**config.mk**
```make
export PLATFORM = sky130hd
export DESIGN_NAME = pcm_to_dac_fade_in_streamer_flat
export DESIGN_NICKNAME = d
export VERILOG_FILES = /design/src/hdl/pcmfade_pkg.sv /design/src/hdl/pcmfade_if.sv /design/src/hdl/pcmfade_csr.sv /design/src/hdl/pcmfade_ctrl.sv /design/src/hdl/pcmfade_dp.sv /design/src/hdl/pcm_to_dac_fade_in_streamer.sv /design/src/flat_wrapper.sv
export SDC_FILE = /design/constraint.sdc
export NUM_CORES = 1
export LEC_CHECK = 0
export BUFFER_PORTS_ARGS = -buffer_cell sky130_fd_sc_hd__buf_4
export CORE_MARGIN = 3
export CORE_UTILIZATION = 31
export CTS_CLUSTER_SIZE = 28
export DETAILED_ROUTE_END_ITERATION = 8
export PLACE_DENSITY = 0.52
export SLEW_MARGIN = 20
export SYNTH_ARGS = -nofsm -noshare
export SYNTH_HDL_FRONTEND = slang
export SYNTH_SLANG_ARGS = --single-unit
```
**constraint.sdc**
```tcl
create_clock -name clock -period 9.9 [get_ports clock]
set_clock_uncertainty 0.15 [all_clocks]
set_input_delay 0.495 -clock clock [delete_from_list [all_inputs] [get_ports clock]]
set_output_delay 0.495 -clock clock [all_outputs]
set_load 0.02 [all_outputs]
```
**src/hdl/pcmfade_pkg.sv**
```systemverilog
// pcmfade_pkg: widths, register codes and shared types of the fade-in streamer
// no dependencies; imported by every module and interface of the block
package pcmfade_pkg;

   // sample position counter width (16 to 32)
   localparam int POS_BITS  = 23;
   // clip and fade length register width
   localparam int LEN_BITS  = 23;
   // compare width covering both position and lengths
   localparam int CMP_BITS  = (POS_BITS > LEN_BITS) ? POS_BITS : LEN_BITS;
   localparam int CODE_BITS = 12;
   localparam int WORD_BITS = 16;
   localparam logic [CODE_BITS-1:0] MID_CODE = 12'd2048;

   // fade divider: quotient stays below 2^(CODE_BITS-1)+1, one bit a step
   localparam int DIV_STEPS = CODE_BITS;
   localparam int CNT_BITS  = $clog2(DIV_STEPS);
   localparam int DVS_BITS  = LEN_BITS + DIV_STEPS - 1;
   localparam int DIV_BITS  = LEN_BITS + CODE_BITS;

   // configuration port
   localparam int DATA_BITS = 32;
   localparam int ADDR_BITS = 4;
   localparam logic [1:0] REG_FORMAT = 2'd0;
   localparam logic [1:0] REG_CLIP   = 2'd1;
   localparam logic [1:0] REG_FADE   = 2'd2;

   // field codes
   localparam logic FMT_U8    = 1'b0;
   localparam logic FMT_S16   = 1'b1;
   localparam logic CMD_NEXT  = 1'b0;
   localparam logic CMD_START = 1'b1;

   typedef struct packed {
      logic                sample_format;
      logic [LEN_BITS-1:0] clip_samples;
      logic [LEN_BITS-1:0] fade_samples;
   } cfg_type;

   // controller to datapath
   typedef struct packed {
      logic accept;
      logic mul_go;
      logic div_step;
      logic fix;
      logic load_out;
   } dp_cmd_type;

   // datapath to controller
   typedef struct packed {
      logic fade_go;
   } dp_stat_type;

endpackage

```
**src/hdl/pcmfade_if.sv**
```systemverilog
// pcmfade_req_if / pcmfade_rsp_if: valid-ready channels of the fade-in streamer
// depends on pcmfade_pkg
interface pcmfade_req_if import pcmfade_pkg::*; ();
   logic                 valid;
   logic                 ready;
   logic                 command;
   logic [WORD_BITS-1:0] sample_word;

   modport source (output valid, output command, output sample_word, input ready);
   modport sink (input valid, input command, input sample_word, output ready);
endinterface

interface pcmfade_rsp_if import pcmfade_pkg::*; ();
   logic                 valid;
   logic                 ready;
   logic [CODE_BITS-1:0] dac_code;
   logic                 clip_done;

   modport source (output valid, output dac_code, output clip_done, input ready);
   modport sink (input valid, input dac_code, input clip_done, output ready);
endinterface

```
**src/hdl/pcmfade_csr.sv**
```systemverilog
// pcmfade_csr: APB-style configuration registers of the fade-in streamer
// depends on pcmfade_pkg
module pcmfade_csr import pcmfade_pkg::*; (
   input  logic                 clock,
   input  logic                 reset,
   input  logic                 psel,
   input  logic                 penable,
   input  logic                 pwrite,
   input  logic [ADDR_BITS-1:0] paddr,
   input  logic [DATA_BITS-1:0] pwdata,
   output logic [DATA_BITS-1:0] prdata,
   output logic                 pready,
   output cfg_type              cfg
);

   cfg_type    cfg_ff, cfg_in;
   logic       wr_en;
   logic [1:0] reg_idx;

   assign pready  = 1'b1;
   assign wr_en   = psel & penable & pwrite;
   assign reg_idx = paddr[3:2];

   // register write
   always_comb begin
      cfg_in = cfg_ff;
      if (wr_en) begin
         case (reg_idx)
            REG_FORMAT: cfg_in.sample_format = pwdata[0];
            REG_CLIP:   cfg_in.clip_samples  = pwdata[LEN_BITS-1:0];
            REG_FADE:   cfg_in.fade_samples  = pwdata[LEN_BITS-1:0];
            default:    cfg_in = cfg_ff;
         endcase
      end
   end

   always_ff @(posedge clock) begin
      if (reset) begin
         cfg_ff <= '0;
      end else begin
         cfg_ff <= cfg_in;
      end
   end

   // read back
   always_comb begin
      case (reg_idx)
         REG_FORMAT: prdata = DATA_BITS'(cfg_ff.sample_format);
         REG_CLIP:   prdata = DATA_BITS'(cfg_ff.clip_samples);
         REG_FADE:   prdata = DATA_BITS'(cfg_ff.fade_samples);
         default:    prdata = '0;
      endcase
   end

   assign cfg = cfg_ff;

endmodule

```
**src/hdl/pcmfade_ctrl.sv**
```systemverilog
// pcmfade_ctrl: sequencer of the fade-in streamer, drives the datapath and the handshakes
// depends on pcmfade_pkg
module pcmfade_ctrl import pcmfade_pkg::*; (
   input  logic        clock,
   input  logic        reset,
   input  logic        req_valid,
   output logic        req_ready,
   output logic        rsp_valid,
   input  logic        rsp_ready,
   input  dp_stat_type stat,
   output dp_cmd_type  cmd
);

   localparam logic [2:0] S_IDLE = 3'd0;
   localparam logic [2:0] S_MUL  = 3'd1;
   localparam logic [2:0] S_DIV  = 3'd2;
   localparam logic [2:0] S_FIX  = 3'd3;
   localparam logic [2:0] S_OUT  = 3'd4;

   logic [2:0]          state_ff, state_in;
   logic [CNT_BITS-1:0] cnt_ff, cnt_in;
   logic                rsp_valid_ff, rsp_valid_in;
   logic                accept, load;

   assign req_ready = (state_ff == S_IDLE);
   assign accept    = req_valid & req_ready;
   assign load      = (state_ff == S_OUT) & (~rsp_valid_ff | rsp_ready);

   // next state
   always_comb begin
      state_in = state_ff;
      cnt_in   = cnt_ff;
      case (state_ff)
         S_IDLE: begin
            if (accept) begin
               state_in = stat.fade_go ? S_MUL : S_OUT;
            end
         end
         S_MUL: begin
            state_in = S_DIV;
            cnt_in   = '0;
         end
         S_DIV: begin
            if (cnt_ff == CNT_BITS'(DIV_STEPS - 1)) begin
               state_in = S_FIX;
            end else begin
               cnt_in = cnt_ff + CNT_BITS'(1);
            end
         end
         S_FIX: state_in = S_OUT;
         S_OUT: begin
            if (load) begin
               state_in = S_IDLE;
            end
         end
         default: state_in = S_IDLE;
      endcase
   end

   // output register valid
   always_comb begin
      if (load) begin
         rsp_valid_in = 1'b1;
      end else if (rsp_ready) begin
         rsp_valid_in = 1'b0;
      end else begin
         rsp_valid_in = rsp_valid_ff;
      end
   end

   always_ff @(posedge clock) begin
      if (reset) begin
         state_ff     <= S_IDLE;
         cnt_ff       <= '0;
         rsp_valid_ff <= 1'b0;
      end else begin
         state_ff     <= state_in;
         cnt_ff       <= cnt_in;
         rsp_valid_ff <= rsp_valid_in;
      end
   end

   // datapath commands
   assign cmd.accept   = accept;
   assign cmd.mul_go   = (state_ff == S_MUL);
   assign cmd.div_step = (state_ff == S_DIV);
   assign cmd.fix      = (state_ff == S_FIX);
   assign cmd.load_out = load;
   assign rsp_valid    = rsp_valid_ff;

endmodule

```
**src/hdl/pcmfade_dp.sv**
```systemverilog
// pcmfade_dp: sample decode, position state, fade multiply and restoring divider
// depends on pcmfade_pkg
module pcmfade_dp import pcmfade_pkg::*; (
   input  logic                 clock,
   input  logic                 reset,
   input  cfg_type              cfg,
   input  dp_cmd_type           cmd,
   output dp_stat_type          stat,
   input  logic                 req_command,
   input  logic [WORD_BITS-1:0] req_sample_word,
   output logic [CODE_BITS-1:0] rsp_dac_code,
   output logic                 rsp_clip_done
);

   logic [POS_BITS-1:0]  pos_ff, pos_in;
   logic                 done_ff, done_in;
   logic [CODE_BITS-1:0] code_ff, code_in;
   logic                 neg_ff;
   logic [CODE_BITS-1:0] mag_ff;
   logic [LEN_BITS-1:0]  posm_ff;
   logic [DIV_BITS-1:0]  rem_ff, rem_in;
   logic [DVS_BITS-1:0]  dvs_ff, dvs_in;
   logic [CODE_BITS-1:0] quo_ff, quo_in;
   logic [CODE_BITS-1:0] out_code_ff;
   logic                 out_done_ff;

   logic [CODE_BITS-1:0] dec_code;
   logic [CODE_BITS-1:0] dec_mag;
   logic [CMP_BITS-1:0]  pos_x;
   logic                 in_clip, fade_on;
   logic [DIV_BITS-1:0]  div_x;
   logic                 div_ge;

   // sample decode
   always_comb begin
      if (cfg.sample_format == FMT_S16) begin
         dec_code = {~req_sample_word[15], req_sample_word[14:4]};
      end else begin
         dec_code = {req_sample_word[7:0], 4'b0000};
      end
      if (dec_code[CODE_BITS-1]) begin
         dec_mag = {1'b0, dec_code[CODE_BITS-2:0]};
      end else begin
         dec_mag = MID_CODE - dec_code;
      end
   end

   // clip and fade window checks
   assign pos_x   = CMP_BITS'(pos_ff);
   assign in_clip = pos_x < CMP_BITS'(cfg.clip_samples);
   assign fade_on = (cfg.fade_samples != '0) & (pos_x < CMP_BITS'(cfg.fade_samples));
   assign stat.fade_go = (req_command == CMD_NEXT) & in_clip & fade_on;

   // position, done flag and working code set on accept; code redone at fix-up
   always_comb begin
      pos_in  = pos_ff;
      done_in = done_ff;
      code_in = code_ff;
      if (cmd.accept) begin
         if (req_command == CMD_START) begin
            pos_in  = '0;
            done_in = 1'b0;
            code_in = MID_CODE;
         end else if (in_clip) begin
            pos_in  = pos_ff + POS_BITS'(1);
            code_in = dec_code;
         end else begin
            done_in = 1'b1;
            code_in = MID_CODE;
         end
      end else if (cmd.fix) begin
         code_in = neg_ff ? (MID_CODE - quo_ff) : (MID_CODE + quo_ff);
      end
   end

   always_ff @(posedge clock) begin
      if (reset) begin
         pos_ff  <= '0;
         done_ff <= 1'b0;
      end else begin
         pos_ff  <= pos_in;
         done_ff <= done_in;
      end
   end

   // fade operands held from the accept cycle
   always_ff @(posedge clock) begin
      code_ff <= code_in;
      if (cmd.accept) begin
         neg_ff  <= ~dec_code[CODE_BITS-1];
         mag_ff  <= dec_mag;
         posm_ff <= LEN_BITS'(pos_ff);
      end
   end

   // multiply then one quotient bit per step
   assign div_x  = DIV_BITS'(dvs_ff);
   assign div_ge = rem_ff >= div_x;

   always_comb begin
      rem_in = rem_ff;
      dvs_in = dvs_ff;
      quo_in = quo_ff;
      if (cmd.mul_go) begin
         rem_in = DIV_BITS'(mag_ff) * DIV_BITS'(posm_ff);
         dvs_in = DVS_BITS'(cfg.fade_samples) << (DIV_STEPS - 1);
         quo_in = '0;
      end else if (cmd.div_step) begin
         if (div_ge) begin
            rem_in = rem_ff - div_x;
         end
         dvs_in = dvs_ff >> 1;
         quo_in = {quo_ff[CODE_BITS-2:0], div_ge};
      end
   end

   always_ff @(posedge clock) begin
      rem_ff <= rem_in;
      dvs_ff <= dvs_in;
      quo_ff <= quo_in;
   end

   // output register
   always_ff @(posedge clock) begin
      if (cmd.load_out) begin
         out_code_ff <= code_ff;
         out_done_ff <= done_ff;
      end
   end

   assign rsp_dac_code  = out_code_ff;
   assign rsp_clip_done = out_done_ff;

endmodule

```
**src/hdl/pcm_to_dac_fade_in_streamer.sv**
```systemverilog
// PCM sample to 12-bit DAC code streamer with linear fade-in. Each request item
// is a start command (answers mid-scale 2048, clears position and done) or a
// sample request (decodes the word, scales the swing about 2048 by
// position/fade while inside the fade window, answers 2048 and sets done past
// the clip end). One result item per request. A faded sample goes from accept
// through multiply, 12 steps of the restoring divider and fix-up to output
// load; any other item goes from accept straight to output load. A new item is
// taken only once the previous result sits in the output register, so items
// do not overlap. Registers must be written over the APB-style port only while
// the block is idle; the block does not enforce it. pready is always high.
// top level: instantiates pcmfade_csr, pcmfade_ctrl and pcmfade_dp
// depends on pcmfade_pkg and pcmfade_if
module pcm_to_dac_fade_in_streamer import pcmfade_pkg::*; (
   input  logic                 clock,
   input  logic                 reset,
   pcmfade_req_if.sink          req_ch,
   pcmfade_rsp_if.source        rsp_ch,
   input  logic                 psel,
   input  logic                 penable,
   input  logic                 pwrite,
   input  logic [ADDR_BITS-1:0] paddr,
   input  logic [DATA_BITS-1:0] pwdata,
   output logic [DATA_BITS-1:0] prdata,
   output logic                 pready
);

   cfg_type     cfg;
   dp_cmd_type  cmd;
   dp_stat_type stat;

   // configuration registers
   pcmfade_csr u_csr (
      .clock   (clock),
      .reset   (reset),
      .psel    (psel),
      .penable (penable),
      .pwrite  (pwrite),
      .paddr   (paddr),
      .pwdata  (pwdata),
      .prdata  (prdata),
      .pready  (pready),
      .cfg     (cfg)
   );

   // sequencer
   pcmfade_ctrl u_ctrl (
      .clock     (clock),
      .reset     (reset),
      .req_valid (req_ch.valid),
      .req_ready (req_ch.ready),
      .rsp_valid (rsp_ch.valid),
      .rsp_ready (rsp_ch.ready),
      .stat      (stat),
      .cmd       (cmd)
   );

   // datapath
   pcmfade_dp u_dp (
      .clock           (clock),
      .reset           (reset),
      .cfg             (cfg),
      .cmd             (cmd),
      .stat            (stat),
      .req_command     (req_ch.command),
      .req_sample_word (req_ch.sample_word),
      .rsp_dac_code    (rsp_ch.dac_code),
      .rsp_clip_done   (rsp_ch.clip_done)
   );

endmodule

```
**src/flat_wrapper.sv**
```systemverilog
// flat-port wrapper written by rule: the top's interface ports become plain ports
module pcm_to_dac_fade_in_streamer_flat import pcmfade_pkg::*;
  (clock, reset, psel, penable, pwrite, paddr, pwdata, prdata, pready, req_ch_valid, req_ch_command, req_ch_sample_word, req_ch_ready, rsp_ch_valid, rsp_ch_dac_code, rsp_ch_clip_done, rsp_ch_ready);
  pcmfade_req_if req_ch_i ();
  pcmfade_rsp_if rsp_ch_i ();
  input  logic clock;
  input  logic reset;
  input  logic psel;
  input  logic penable;
  input  logic pwrite;
  input  logic [ADDR_BITS-1:0] paddr;
  input  logic [DATA_BITS-1:0] pwdata;
  output logic [DATA_BITS-1:0] prdata;
  output logic pready;
  input wire logic [$bits(req_ch_i.valid)-1:0] req_ch_valid;
  input wire logic [$bits(req_ch_i.command)-1:0] req_ch_command;
  input wire logic [$bits(req_ch_i.sample_word)-1:0] req_ch_sample_word;
  output wire logic [$bits(req_ch_i.ready)-1:0] req_ch_ready;
  output wire logic [$bits(rsp_ch_i.valid)-1:0] rsp_ch_valid;
  output wire logic [$bits(rsp_ch_i.dac_code)-1:0] rsp_ch_dac_code;
  output wire logic [$bits(rsp_ch_i.clip_done)-1:0] rsp_ch_clip_done;
  input wire logic [$bits(rsp_ch_i.ready)-1:0] rsp_ch_ready;
  assign req_ch_i.valid = req_ch_valid;
  assign req_ch_i.command = req_ch_command;
  assign req_ch_i.sample_word = req_ch_sample_word;
  assign req_ch_ready = req_ch_i.ready;
  assign rsp_ch_valid = rsp_ch_i.valid;
  assign rsp_ch_dac_code = rsp_ch_i.dac_code;
  assign rsp_ch_clip_done = rsp_ch_i.clip_done;
  assign rsp_ch_i.ready = rsp_ch_ready;
  pcm_to_dac_fade_in_streamer u_core (.clock(clock), .reset(reset), .req_ch(req_ch_i), .rsp_ch(rsp_ch_i), .psel(psel), .penable(penable), .pwrite(pwrite), .paddr(paddr), .pwdata(pwdata), .prdata(prdata), .pready(pready));
endmodule
```
Yosys cells after proc, flatten, opt, wreduce, memory -nomap -nowiden
Cells that the tools add are included.
{"block": "classes", "n_bitwise": 12, "n_reduce_logical": 16, "muxes": 26, "div": 0, "eq_ne": 12, "multipliers": 1, "magnitude_cmp": 3, "n_addsub": 6, "shift": 0}
{"operator": "two-way mux 35 bit", "n": 3}
{"operator": "two-way mux 12 bit", "n": 6}
{"operator": "one-hot mux 23 bit (3 select lines)", "n": 1}
{"operator": "two-way mux 34 bit", "n": 2}
{"operator": "less-than comparator 23 bit", "n": 2}
{"operator": "two-way mux 23 bit", "n": 2}
{"operator": "greater-or-equal comparator 35 x 34 -> 1 bit", "n": 1}
{"operator": "multiplier 12 x 23 -> 35 bit", "n": 1}
{"operator": "subtractor 35 x 34 -> 35 bit", "n": 1}
{"operator": "subtractor 12 bit (first input constant)", "n": 2}
{"operator": "adder 23 x 1 -> 23 bit (second input constant)", "n": 1}
{"operator": "nonzero test 23 bit", "n": 1}
{"operator": "one-hot mux 3 bit (5 select lines)", "n": 1}
{"operator": "AND reduction 2 bit", "n": 7}
{"operator": "adder 12 bit (first input constant)", "n": 1}
{"operator": "two-way mux 3 bit", "n": 4}
{"operator": "two-way mux 11 bit", "n": 1}
{"operator": "nonzero test 2 bit", "n": 5}
{"operator": "!= test 2 bit (second input constant)", "n": 4}
{"operator": "one-hot mux 4 bit (2 select lines)", "n": 1}
{"operator": "AND 1 bit", "n": 7}
{"operator": "== test 3 x 2 -> 1 bit (second input constant)", "n": 2}
{"operator": "adder 4 x 1 -> 4 bit (second input constant)", "n": 1}
{"operator": "== test 4 bit (second input constant)", "n": 1}
{"operator": "other kinds (12)", "n": 18}
{"block": "word_totals", "romBits": 0, "memories": 0, "out_inout_bits": 48, "latchBits": 0, "in_bits": 60, "ff_bits": 221, "mem_bits_rw": 0, "elab_cells": 95}

Longest topological paths before layout
Gate-level depths: netlist of run 1.
{"block": "logic_depth", "word_depth": 6, "ltp_mapped": 22}

Hierarchy
Synthesis of run 1 repeated with hierarchy kept, for this count alone.
{"block": "unflattened", "cells_unflattened": 2326, "area_unflattened_um2": 21267.9}
{"mod": "pcmfade_dp", "area_per_inst_um2": 18476.5, "instances": 1, "seq_area_each_um2": 4514.3, "cells_each": 2044}
{"mod": "pcmfade_csr", "area_per_inst_um2": 2308.5, "instances": 1, "seq_area_each_um2": 940.9, "cells_each": 225}
{"mod": "pcmfade_ctrl", "area_per_inst_um2": 483.0, "instances": 1, "seq_area_each_um2": 160.2, "cells_each": 57}

Worst setup path after synthesis of run 1
Ideal clock, no wire load.
{"block": "synth_timing", "kind": "reg-to-reg", "startpoint": "register u_core.u_dp.mag_ff[6]", "endpoint": "register u_core.u_dp.rem_ff[31], data pin", "setup_ns": 0.270, "path_stages_with_launch": 22, "path_slack_ns": 4.110, "arrival_ns": 5.370, "n_path_buf": 2, "period_less_slack_ns": 5.790, "cell_sequence": "edfxtp_1 > clkbuf_1 > nand2_1 > fa_1 > inv_1 > fa_1 > fa_1 > fa_1 > inv_1 > fa_1 > inv_1 > ha_1 > clkbuf_1 > a21oi_1 > o21ai_1 > nor4_1 > o32a_1 > o31ai_1 > a21o_1 > a211o_1 > a41oi_1 > a21oi_1"}
{"block": "synth_between", "elab_chain_len": 2}
{"item": "start, declared", "line": "pcmfade_dp.sv:19", "text": "logic [CODE_BITS-1:0] mag_ff;"}
{"item": "start signal, assigned", "line": "pcmfade_dp.sv:91", "text": "mag_ff <= dec_mag;"}
{"item": "multiplier 12 x 23 -> 35 bit", "line": "pcmfade_dp.sv:105", "text": "rem_in = DIV_BITS'(mag_ff) * DIV_BITS'(posm_ff);"}
{"item": "two-way mux 35 bit", "line": "pcmfade_dp.sv:104", "text": "if (cmd.mul_go) begin"}
{"item": "named net u_core.u_dp.rem_in[31]", "line": "pcmfade_dp.sv:21", "text": "logic [DIV_BITS-1:0] rem_ff, rem_in;"}
{"item": "end signal, assigned", "line": "pcmfade_dp.sv:118", "text": "rem_ff <= rem_in;"}
{"item": "end, declared", "line": "pcmfade_dp.sv:21"}
The timed path passes the listed nets, and every way through them passes these cells.
A chain may end at the register's enable or synchronous reset.

Worst setup path after layout of run 1
{"block": "layout_timing", "startpoint": "register u_core.u_dp.mag_ff[8]", "endpoint": "register u_core.u_dp.rem_ff[31], data pin"}
Same word-level chain as after synthesis.

==> results of run 1 <==
## state kept, by name (all words and copies together) (netlist names)
signal,count
u_core.u_csr.cfg,47
u_core.u_dp.rem_ff,35
u_core.u_dp.dvs_ff,34
u_core.u_dp.pos_ff,23
u_core.u_dp.posm_ff,23
u_core.u_dp.code_ff,12
u_core.u_dp.mag_ff,12
u_core.u_dp.quo_ff,12
u_core.u_dp.rsp_dac_code,12
u_core.u_ctrl.cnt_ff,4
u_core.u_ctrl.state_ff,3
u_core.u_ctrl.rsp_valid,1
u_core.u_dp.done_ff,1
u_core.u_dp.neg_ff,1
u_core.u_dp.rsp_clip_done,1
## layout make-up
type / instances / area [sq um] / share of cell area
Inverter: 345 / 1290 / 0.0566
Clock buffer: 36 / 724 / 0.0317
Multi-Input combinational cell: 1662 / 13300 / 0.582
Sequential cell: 221 / 5620 / 0.245
Clock inverter: 8 / 115 / 0.00503
Tap cell: 855 / 1070 / 0.0467
Timing Repair Buffer: 99 / 754 / 0.0330
## worst reg2reg max path, cell delays in order (launching register included)
cell and delay (ps):
sky130_fd_sc_hd__edfxtp_1 960, sky130_fd_sc_hd__nand2_1 190, sky130_fd_sc_hd__fa_1 580, sky130_fd_sc_hd__inv_1 50, sky130_fd_sc_hd__fa_1 480, sky130_fd_sc_hd__fa_1 540
sky130_fd_sc_hd__fa_1 540, sky130_fd_sc_hd__inv_1 60, sky130_fd_sc_hd__fa_1 550, sky130_fd_sc_hd__inv_1 50, sky130_fd_sc_hd__ha_1 360, sky130_fd_sc_hd__a21oi_1 200
sky130_fd_sc_hd__o211ai_1 140, sky130_fd_sc_hd__a211o_1 270, sky130_fd_sc_hd__a21oi_1 360, sky130_fd_sc_hd__o31ai_1 230, sky130_fd_sc_hd__a21o_1 210, sky130_fd_sc_hd__a211o_1 280
sky130_fd_sc_hd__a41oi_1 330, sky130_fd_sc_hd__a21oi_1 90
## path summary, 6_finish.rpt
kind	slack (ps)	endpoint	depth (start not counted)	start
min	70	u_core.u_csr.cfg[2]	3	pwdata[2]
min reg2reg	270	u_core.u_dp.rsp_dac_code[4]	0	u_core.u_dp.code_ff[4]
max	2980	u_core.u_dp.rem_ff[31]	19	u_core.u_dp.mag_ff[8]
max reg2reg	2980	u_core.u_dp.rem_ff[31]	19	u_core.u_dp.mag_ff[8]
## cells in the mapped netlist (5+ instances only)
cell and instances:
sky130_fd_sc_hd__nand2b_1 12, sky130_fd_sc_hd__nand2_1 415, sky130_fd_sc_hd__xor2_1 50, sky130_fd_sc_hd__edfxtp_1 119, sky130_fd_sc_hd__o21bai_1 7, sky130_fd_sc_hd__a21o_1 49, sky130_fd_sc_hd__o22ai_1 37, sky130_fd_sc_hd__buf_4 11
sky130_fd_sc_hd__buf_1 6, sky130_fd_sc_hd__dfxtp_1 102, sky130_fd_sc_hd__o31a_1 6, sky130_fd_sc_hd__o21ai_1 16, sky130_fd_sc_hd__or3_1 9, sky130_fd_sc_hd__and2_1 87, sky130_fd_sc_hd__xnor2_1 43, sky130_fd_sc_hd__nor3_1 18
sky130_fd_sc_hd__nand3_1 27, sky130_fd_sc_hd__o31ai_1 6, sky130_fd_sc_hd__inv_1 343, sky130_fd_sc_hd__ha_1 155, sky130_fd_sc_hd__fa_1 211, sky130_fd_sc_hd__nor2b_1 13, sky130_fd_sc_hd__mux2i_1 15, sky130_fd_sc_hd__o21a_1 18
sky130_fd_sc_hd__o21ai_0 46, sky130_fd_sc_hd__nor2_1 88, sky130_fd_sc_hd__clkbuf_1 95, sky130_fd_sc_hd__and3_1 16, sky130_fd_sc_hd__nor4_1 8, sky130_fd_sc_hd__o211ai_1 5, sky130_fd_sc_hd__a31oi_1 9, sky130_fd_sc_hd__a21oi_1 173
sky130_fd_sc_hd__a22o_1 22, sky130_fd_sc_hd__a211oi_1 9, sky130_fd_sc_hd__nand4_1 29
## routing by layer
layer	wire, um	vias to the layer above	GRT usage	share of wire
met1	25100	7677	0.213	0.48
met3	2120	69	0.0145	0.041
met4	1040	2	0.0356	0.020
li1	-	7679	-	-
met5	12	-	0	0.00023
met2	23800	307	0.245	0.46
## power by group
part | internal, mW | switching [mW] | total, mW
clock | 0.583 | 0.373 | 0.956
combinational | 1.09 | 1.52 | 2.62
sequential | 1.01 | 0.0707 | 1.08
## stage by stage
step / worst slack (ps) / power [mW] / hold WS (ps) / area [sq um] / utilization
2_1_floorplan: 4110 / 3.08 / 250 / 20700 / -
3_3_place_gp: 3030 / 3.70 / 252 / 22000 / 0.338
3_5_place_dp: 2990 / 3.70 / 255 / 22000 / 0.338
4_1_cts: 2960 / 4.70 / 41.9 / 22900 / 0.351
5_1_grt: 2650 / 5.12 / 61.3 / 22900 / 0.351
6_report: 2980 / 4.65 / 68.4 / 22900 / 0.351
## cells by family after synthesis
logic type,Yosys count
other cells,2
xor+xnor,93
fa+ha+maj,366
mux,15
simple gates,742
compound gates,436
flops,221
buf+inv,461
==> results.yml, run 1 <==
sta:
  timing.fmax_ghz: 0.145
  grt_setup_unrepaired: "false"
  final_hold_viol_count: 0
  final_period_minus_worst_setup_slack_ps: 6920
  final_setup_viols: 0
  slew_headroom: 0.273
  final_setup_tns_ps: 0
  worst-slew-pin-transition_ps: 1090
  timing.final.crit_share: 0.699
  slew_viol_final: 0
finish:
  final_net_count: 2779
  final.fill_count: 6685
  final_layout_size_suffix_gt1_frac: 0.0671
  layout_common_cells: "sky130_fd_sc_hd__nand2_1, sky130_fd_sc_hd__inv_1, sky130_fd_sc_hd__fa_1"
  syn2layout_area_growth_pct: 10.8
  ant_cells: 0
  layout.cells.non_filler: 3226
  layout_commonest_cell: "sky130_fd_sc_hd__nand2_1"
global_route:
  grt_remaining_overflow: 0
  grt_max_degree: 69
  grt_pass1_wl_mm: 86.4
  first_global_vias: 16200
  globalRouteTotalUtil: 0.150
  number_of_antenna_violations_at_the_first_check_in_global_routing: 1
clock_tree:
  cts_root_buffer: "sky130_fd_sc_hd__clkbuf_16"
  cts_max_path_buffers: 3
  postCtsResizedCells: 0
  ctsHoldBuffers: 0
  cts.htree.levels: 1
  clock_tree_from_tritoncts: "yes"
  cts_buffers: 24
  numClockSinks: 221
  postCtsSetupBuffers: 0
  clkTransAtPathRegs_ps: 60
  worstSkewPairLatency_ps: 530
hold_path:
  min-delay-path-class: "in -> reg"
synthesis:
  avgSynthCellArea_sq_um: 8.84
  synth_xor_area_frac: 0.0395
  dominant_register_cell_in_the_synthesized_netlist: "sky130_fd_sc_hd__edfxtp_1"
  synth_compound_gate_area_share: 0.133
  synth_edf_count: 119
  synth_top_area_share: 0.205
  dominant_combinational_cell_family_by_area_after_synthesis: "adder cells"
  yosys.area_share.adder: 0.299
  synthesis.instances: 2336
  dominant_cell_type_by_area_after_synthesis: "sky130_fd_sc_hd__fa_1"
  mux_share_of_post_synthesis_cell_area: 0.00727
  ys_async_sr_fraction: 0
  synth.yosys.warnings: 0
  seq_area_frac_synth: 0.272
  synth-simple-area-share: 0.163
  netlist-cell-type-count: 75
  synth-seq-cells: 221
  post_synth_instance_area_sq_um: 20600
  netlist_top_cells_area: "sky130_fd_sc_hd__fa_1, sky130_fd_sc_hd__edfxtp_1, sky130_fd_sc_hd__dfxtp_1, sky130_fd_sc_hd__ha_1, sky130_fd_sc_hd__nand2_1"
setup_path:
  worstSetupStartpointType: "register"
  endpoint_kind: "register"
  critical-path-top-cell-by-count: "sky130_fd_sc_hd__fa_1"
  worst_setup_path_class: "reg -> reg"
  slowest_delay_ps: 960
  timing.critical_path.cells: "nand2_1 > fa_1 > inv_1 > fa_1 > fa_1 > fa_1 > inv_1 > fa_1 > inv_1 > ha_1 > a21oi_1 > o211ai_1 > a211o_1 > a21oi_1 > o31ai_1 > a21o_1 > a211o_1 > a41oi_1 > a21oi_1"
  critPathTopFamily: "adder cells"
  cp.required_ps: 9980
  cp.arrival_ps: 7000
  critical_path.slowest_cell: "sky130_fd_sc_hd__edfxtp_1"
  cp.buffers_inverters: 3
  cp_max_fo: 23
place:
  gp_congestion: 0.895
  numPortBuffers: 86
  post-dp-hpwl_mm: 40.7
  dp_cells: 3180
pwr:
  cellPowerDensity_nw_per_um2: 203
  p_leak_nw: 9.98
  vdd_ir_drop_max_mv: 0.111
die:
  core-area_sq_um: 65200
  initial_core_util: 0.317
  cell_rows: 93
  dieHeight_um: 264
  floorplan.io_pins: 108
  design.die.area_sq_um: 69700
  die_width_um: 264
drt:
  dr.pass1.iters: 5
  detailed_route_drc_error_count: 0
  vias: 15700
  drt_wl_total_mm: 52.1
  via_per_inst: 4.88
  drtIter0Drc: 764
  drt-wirelength-per-cell_um: 16.1
  drtAntennaViolNets: 0
run_status:
  status: "completed"
job:
  max_cap_viol_count: 0
(Power assumes the default switching activity.)
==> inputs of run 2 (changes only) <==
==> constraint.sdc (replaced) <==
create_clock -name clock -period 6.65 [get_ports clock]
set_clock_uncertainty 0.15 [all_clocks]
set_input_delay 0.3325 -clock clock [delete_from_list [all_inputs] [get_ports clock]]
set_output_delay 0.3325 -clock clock [all_outputs]
set_load 0.02 [all_outputs]
==> run 2 against run 1 <==
  * Maximum frequency is 9.2% higher
  * Final cell count up 2.0%
  * First-iteration DRC count grew 38%
  * Highest routed layer is now met4
  * Wire length grew 4.3%
  * Critical endpoint unchanged
==> results.yml, run 2 (same netlist as run 1, synthesis figures left out) <==
finish:
  final_net_count: 2844
  final_layout_size_suffix_gt1_frac: 0.0821
  final_area_sq_um: 23400
  final.fill_count: 6685
  layout_commonest_cell: "sky130_fd_sc_hd__nand2_1"
  layout_common_cells: "sky130_fd_sc_hd__nand2_1, sky130_fd_sc_hd__inv_1, sky130_fd_sc_hd__fa_1"
  syn2layout_area_growth_pct: 13.4
  largest_register_ffs: 47
  ant_cells: 0
pwr:
  vdd_ir_drop_max_mv: 0.230
  cellPowerDensity_nw_per_um2: 299
  power.switching_fraction: 0.433
  comb_power_share: 0.588
  p_leak_nw: 10.3
  power_report.internal_total_mw: 3.98
  power_dissipated_by_switching_net_loads_mw: 3.04
  p_clk_frac: 0.190
  seq_power_share: 0.222
global_route:
  grt_max_degree: 69
  first_global_vias: 16600
  grt_remaining_overflow: 0
  globalRouteTotalUtil: 0.154
  number_of_antenna_violations_at_the_first_check_in_global_routing: 0
  grt_pass1_wl_mm: 88.8
die:
  floorplan.io_pins: 108
  initial_core_util: 0.317
  core-area_sq_um: 65200
  design.die.area_sq_um: 69700
  dieHeight_um: 264
  cell_rows: 93
  die_width_um: 264
clock_tree:
  numClockSinks: 221
  cts.htree.levels: 1
  cts_root_buffer: "sky130_fd_sc_hd__clkbuf_16"
  cts_max_path_buffers: 3
  cts_buffers: 25
  worstSkewPairLatency_ps: 540
  clock_tree_from_tritoncts: "yes"
  clkTransAtPathRegs_ps: 70
drt:
  detailed_route_drc_error_count: 0
  drtIter0Drc: 1057
  via_per_inst: 4.88
  drt_wl_total_mm: 54.3
  dr.pass1.iters: 5
  drt-wirelength-per-cell_um: 16.5
  vias: 16100
  drtAntennaViolNets: 0
setup_path:
  worst_setup_path_class: "reg -> reg"
  cp_max_fo: 11
  cp.arrival_ps: 6430
  worstReg2RegEnd: "u_core.u_dp.rem_ff[31]"
  cp.required_ps: 6740
  endpoint_kind: "register"
  rr_worst_depth: 19
  worstSetupStartpointType: "register"
  ff2ff_setup_slack_ps: 320
  rr_startpoint: "u_core.u_dp.posm_ff[1]"
sta:
  grt_setup_unrepaired: "false"
  slew_headroom: 0.308
  final_hold_viol_count: 0
  slew_viol_final: 0
  timing.final.crit_share: 0.952
  final_period_minus_worst_setup_slack_ps: 6330
  final_setup_viols: 0
  final_setup_tns_ps: 0
  timing.fmax_ghz: 0.158
  worst-slew-pin-transition_ps: 1040
  timing.hold.ws_ps: 36.9
job:
  max_cap_viol_count: 0
hold_path:
  min_to: "u_core.u_csr.cfg[46]"
  min-delay-path-class: "in -> reg"
  hold_path_startpoint: "paddr[2]"
  whs_path_depth: 4
place:
  placement.cell_area_sq_um: 22300
  gp_congestion: 0.865
  post-dp-hpwl_mm: 42.4
  numPortBuffers: 86
run_status:
  status: "completed"
[run 2: cell types whose count changed in the layout (fill, tap and decap cells not counted), sizes merged]
cell | before | now
clkinv | 4 | 5
buf | 99 | 138
inv | 346 | 350
dlygate4sd3 | 0 | 25
bufinv | 3 | 0
[run 2: area by class of cell]
| type | count | area [sq um] | share of cell area |
|---|---|---|---|
| Timing Repair Buffer | 163 | 1350 | 0.0577 |
| Tap cell | 855 | 1070 | 0.0457 |
| Clock inverter | 10 | 65.1 | 0.00278 |
| Clock buffer | 36 | 701 | 0.0299 |
| Inverter | 345 | 1290 | 0.0553 |
| Multi-Input combinational cell | 1662 | 13300 | 0.569 |
| Sequential cell | 221 | 5620 | 0.240 |
[run 2: worst max path at each step]
stage,from,end,slack [ps],depth (start not counted)
after floorplan,u_core.u_dp.mag_ff[6],u_core.u_dp.rem_ff[31],860,21
after global placement,u_core.u_dp.mag_ff[6],u_core.u_dp.rem_ff[33],240,19
after detailed placement,u_core.u_dp.mag_ff[6],u_core.u_dp.rem_ff[33],200,19
after CTS,u_core.u_dp.mag_ff[6],u_core.u_dp.rem_ff[33],130,19
after global routing,u_core.u_dp.posm_ff[1],u_core.u_dp.rem_ff[31],3,19
final,u_core.u_dp.posm_ff[1],u_core.u_dp.rem_ff[31],320,19
[run 2: critical path, stage by stage, from the launching register on]
cell                       delay (ps)
sky130_fd_sc_hd__edfxtp_1         620
sky130_fd_sc_hd__and2_1           290
sky130_fd_sc_hd__fa_1             510
sky130_fd_sc_hd__fa_1             520
sky130_fd_sc_hd__fa_1             520
sky130_fd_sc_hd__fa_1             540
sky130_fd_sc_hd__inv_1             50
sky130_fd_sc_hd__fa_1             580
sky130_fd_sc_hd__inv_1             60
sky130_fd_sc_hd__ha_1             360
sky130_fd_sc_hd__a21oi_1          200
sky130_fd_sc_hd__o211ai_1         150
sky130_fd_sc_hd__a211o_1          270
sky130_fd_sc_hd__a21oi_1          130
sky130_fd_sc_hd__buf_4            160
sky130_fd_sc_hd__o31ai_2          110
sky130_fd_sc_hd__a21o_1           190
sky130_fd_sc_hd__a211o_1          280
sky130_fd_sc_hd__a41oi_1          250
sky130_fd_sc_hd__a21oi_1           60
[run 2: stage by stage]
step           setup slack [ps]  utilization  std cells  total power, mW
2_1_floorplan               860            -       2344             4.59
3_3_place_gp                238        0.341       3208             5.62
3_5_place_dp                203        0.342       3210             5.63
4_1_cts                     127        0.357       3281             7.05
5_1_grt                    2.89        0.359       3292             7.67
6_report                    316        0.359       3292             7.01
[run 2: power groups by stage]
stage               clock [mW]  sequential, mW  combinational [mW]
floorplan                    0            1.56                3.03
global placement             0            1.60                4.02
detailed placement           0            1.60                4.03
CTS                       1.37            1.57                4.11
global route              1.42            1.57                4.69
finish                    1.33            1.56                4.12
[run 2: what timing repair did]
item | 4_1_cts | 5_1_grt
resized for setup | 0 | 2
hold endpoints to repair | 49 | 0
setup buffers | 0 | 11
hold buffers | 25 | 0
endpoints found under the setup margin | 0 | 6
[run 2: metal layers]
| layer | vias to the layer above | global-route usage | part of all wire |
|---|---|---|---|
| li1 | 7808 | - | - |
| met1 | 7821 | 0.221 | 0.48 |
| met2 | 373 | 0.251 | 0.46 |
| met3 | 62 | 0.0142 | 0.039 |
| met4 | 0 | 0.0354 | 0.019 |
| met5 | - | 0 | 0 |
==> inputs of run 3 (changes only) <==
--- a/config.mk
+++ b/config.mk
@@ -5,12 +5,13 @@
 export SDC_FILE = /design/constraint.sdc
 export NUM_CORES = 1
 export LEC_CHECK = 0
-export BUFFER_PORTS_ARGS = -buffer_cell sky130_fd_sc_hd__buf_4
+export CAP_MARGIN = 20
 export CORE_MARGIN = 3
 export CORE_UTILIZATION = 31
 export CTS_CLUSTER_SIZE = 28
 export DETAILED_ROUTE_END_ITERATION = 8
-export PLACE_DENSITY = 0.52
+export DONT_BUFFER_PORTS = 1
+export PLACE_DENSITY = 0.51
 export SLEW_MARGIN = 20
 export SYNTH_ARGS = -nofsm -noshare
 export SYNTH_HDL_FRONTEND = slang
==> run 3 against run 2 <==
  * Critical path depth up 2
  * Total power up 0.33%
  * Worst hold slack better by 1.4 ps
  * Sequential cell count unchanged
  * Global-route usage down 0.14 points
  * Final cell count down 2.2%
  * Register-to-register slack about the same
  * Wire length down 1.9%
  * Sequential share of layout area up 0.51 points
  * First-iteration DRC count down 12%
  * Die area unchanged
  * Core utilization down 0.74 points
==> results.yml, run 3 (same netlist as run 1, synthesis figures left out) <==
drt:
  drt_wl_total_mm: 53.3
  detailed_route_drc_error_count: 0
  vias: 15700
  drtAntennaViolNets: 0
  via_per_inst: 4.88
  drt-wirelength-per-cell_um: 16.6
  drtIter0Drc: 925
  dr.pass1.iters: 5
finish:
  largest_register_ffs: 47
  layout.cells.non_filler: 3219
  final_net_count: 2771
  final.fill_count: 6677
  layout_commonest_cell: "sky130_fd_sc_hd__nand2_1"
  syn2layout_area_growth_pct: 11.1
  final_layout_size_suffix_gt1_frac: 0.0470
  ant_cells: 0
  layout_common_cells: "sky130_fd_sc_hd__nand2_1, sky130_fd_sc_hd__inv_1, sky130_fd_sc_hd__fa_1"
place:
  numPortBuffers: 0
  dp_cells: 3127
  gp_congestion: 0.832
  post-dp-hpwl_mm: 42.1
clock_tree:
  cts_root_buffer: "sky130_fd_sc_hd__clkbuf_16"
  cts_buffers: 25
  clock_tree_from_tritoncts: "yes"
  clkTransAtPathRegs_ps: 70
  worstSkewPairLatency_ps: 540
  cts_max_path_buffers: 3
  numClockSinks: 221
  cts.htree.levels: 1
global_route:
  globalRouteTotalUtil: 0.153
  number_of_antenna_violations_at_the_first_check_in_global_routing: 1
  grt_remaining_overflow: 0
  grt_pass1_wl_mm: 87.7
  grt_max_degree: 68
  first_global_vias: 16300
setup_path:
  cp_max_fo: 17
  critical-path-top-cell-by-count: "sky130_fd_sc_hd__fa_1"
  slowest_delay_ps: 600
  cp.required_ps: 6770
  ff2ff_setup_slack_ps: 310
  cp.arrival_ps: 6460
  timing.critical_path.to: "u_core.u_dp.rem_ff[31]"
  cp.buffers_inverters: 5
  critical_path.startpoint: "u_core.u_dp.mag_ff[7]"
  timing.critical_path.cells: "buf_4 > nand2_1 > fa_1 > inv_1 > fa_1 > fa_1 > fa_1 > inv_1 > fa_1 > inv_1 > ha_1 > a21oi_1 > nand2_1 > a211o_1 > a21oi_1 > buf_4 > o31ai_1 > a21o_1 > a211o_1 > a41oi_1 > a21oi_1"
  endpoint_kind: "register"
  rr_worst_depth: 21
  crit_cells: 21
  critical_path.slowest_cell: "sky130_fd_sc_hd__fa_1"
  worst_setup_path_class: "reg -> reg"
  worstSetupStartpointType: "register"
  rr_startpoint: "u_core.u_dp.mag_ff[7]"
  worstReg2RegEnd: "u_core.u_dp.rem_ff[31]"
  critPathTopFamily: "adder cells"
sta:
  grt_setup_unrepaired: "false"
  slew_viol_final: 0
  timing.final.crit_share: 0.953
  slew_headroom: 0.411
  timing.fmax_ghz: 0.158
  timing.hold.ws_ps: 38.3
  final_setup_viols: 0
  final_hold_viol_count: 0
  final_setup_tns_ps: 0
  final_period_minus_worst_setup_slack_ps: 6340
  worst-slew-pin-transition_ps: 884
die:
  cell_rows: 93
  die_width_um: 264
  dieHeight_um: 264
  initial_core_util: 0.317
  core-area_sq_um: 65200
  design.die.area_sq_um: 69700
  floorplan.io_pins: 108
hold_path:
  min-delay-path-class: "in -> reg"
  hold_path_startpoint: "req_ch_sample_word[5]"
pwr:
  cellPowerDensity_nw_per_um2: 307
  p_leak_nw: 9.92
  vdd_ir_drop_max_mv: 0.206
run_status:
  status: "completed"
job:
  max_cap_viol_count: 0
-- run 3: cell type report --
| cell class | count | area [sq um] | share of cell area |
|---|---|---|---|
| Multi-Input combinational cell | 1662 | 13300 | 0.581 |
| Sequential cell | 221 | 5620 | 0.245 |
| Inverter | 345 | 1290 | 0.0565 |
| Tap cell | 855 | 1070 | 0.0466 |
| Timing Repair Buffer | 90 | 827 | 0.0361 |
| Clock buffer | 37 | 744 | 0.0325 |
| Clock inverter | 9 | 56.3 | 0.00246 |
-- run 3: worst min-delay path by stage --
stage                                        endpoint  slack, ps  cells after the start
final                           u_core.u_dp.mag_ff[3]         40                      3
after global routing            u_core.u_dp.mag_ff[3]         40                      3
after CTS                       u_core.u_dp.mag_ff[3]          9                      3
after detailed placement  u_core.u_dp.rsp_dac_code[8]        260                      0
after global placement    u_core.u_dp.rsp_dac_code[5]        260                      0
after floorplan           u_core.u_dp.rsp_dac_code[0]        250                      0
-- run 3: repair_timing --
| action | CTS | global route |
|---|---|---|
| setup buffers | 0 | 2 |
| resized for setup | 0 | 2 |
| endpoints found under the hold margin | 67 | 0 |
| hold buffers | 44 | 0 |
| endpoints found under the setup margin | 0 | 3 |
-- run 3: metrics by stage --
stage	cell area (sq um)	util	power [mW]	setup slack [ps]
2_1_floorplan	20700	-	4.59	860
6_report	22900	0.352	7.03	311
5_1_grt	22900	0.352	7.70	0.752
3_3_place_gp	21600	0.332	5.57	291
3_5_place_dp	21600	0.332	5.62	243
4_1_cts	22900	0.351	7.08	223
-- run 3: report_power, final --
group | internal, mW | switching (mW)
clock | 0.779 | 0.583
combinational | 1.71 | 2.40
sequential | 1.50 | 0.0677
total | 3.99 | 3.05
-- run 3: tightest hold or removal path, delay by kind of cell --
family / cells / cell delay, ps
XOR/XNOR: 1 / 120
AO/OA/AOI/OAI: 1 / 60
AND/OR/NAND/NOR: 1 / 110
-- run 3: metal layers --
metal | share of wire | track usage | up-vias
met4 | 0.017 | 0.0313 | 0
met1 | 0.47 | 0.214 | 7663
met3 | 0.052 | 0.0214 | 46
met2 | 0.46 | 0.251 | 339
met5 | 0 | 0 | -
li1 | - | - | 7667
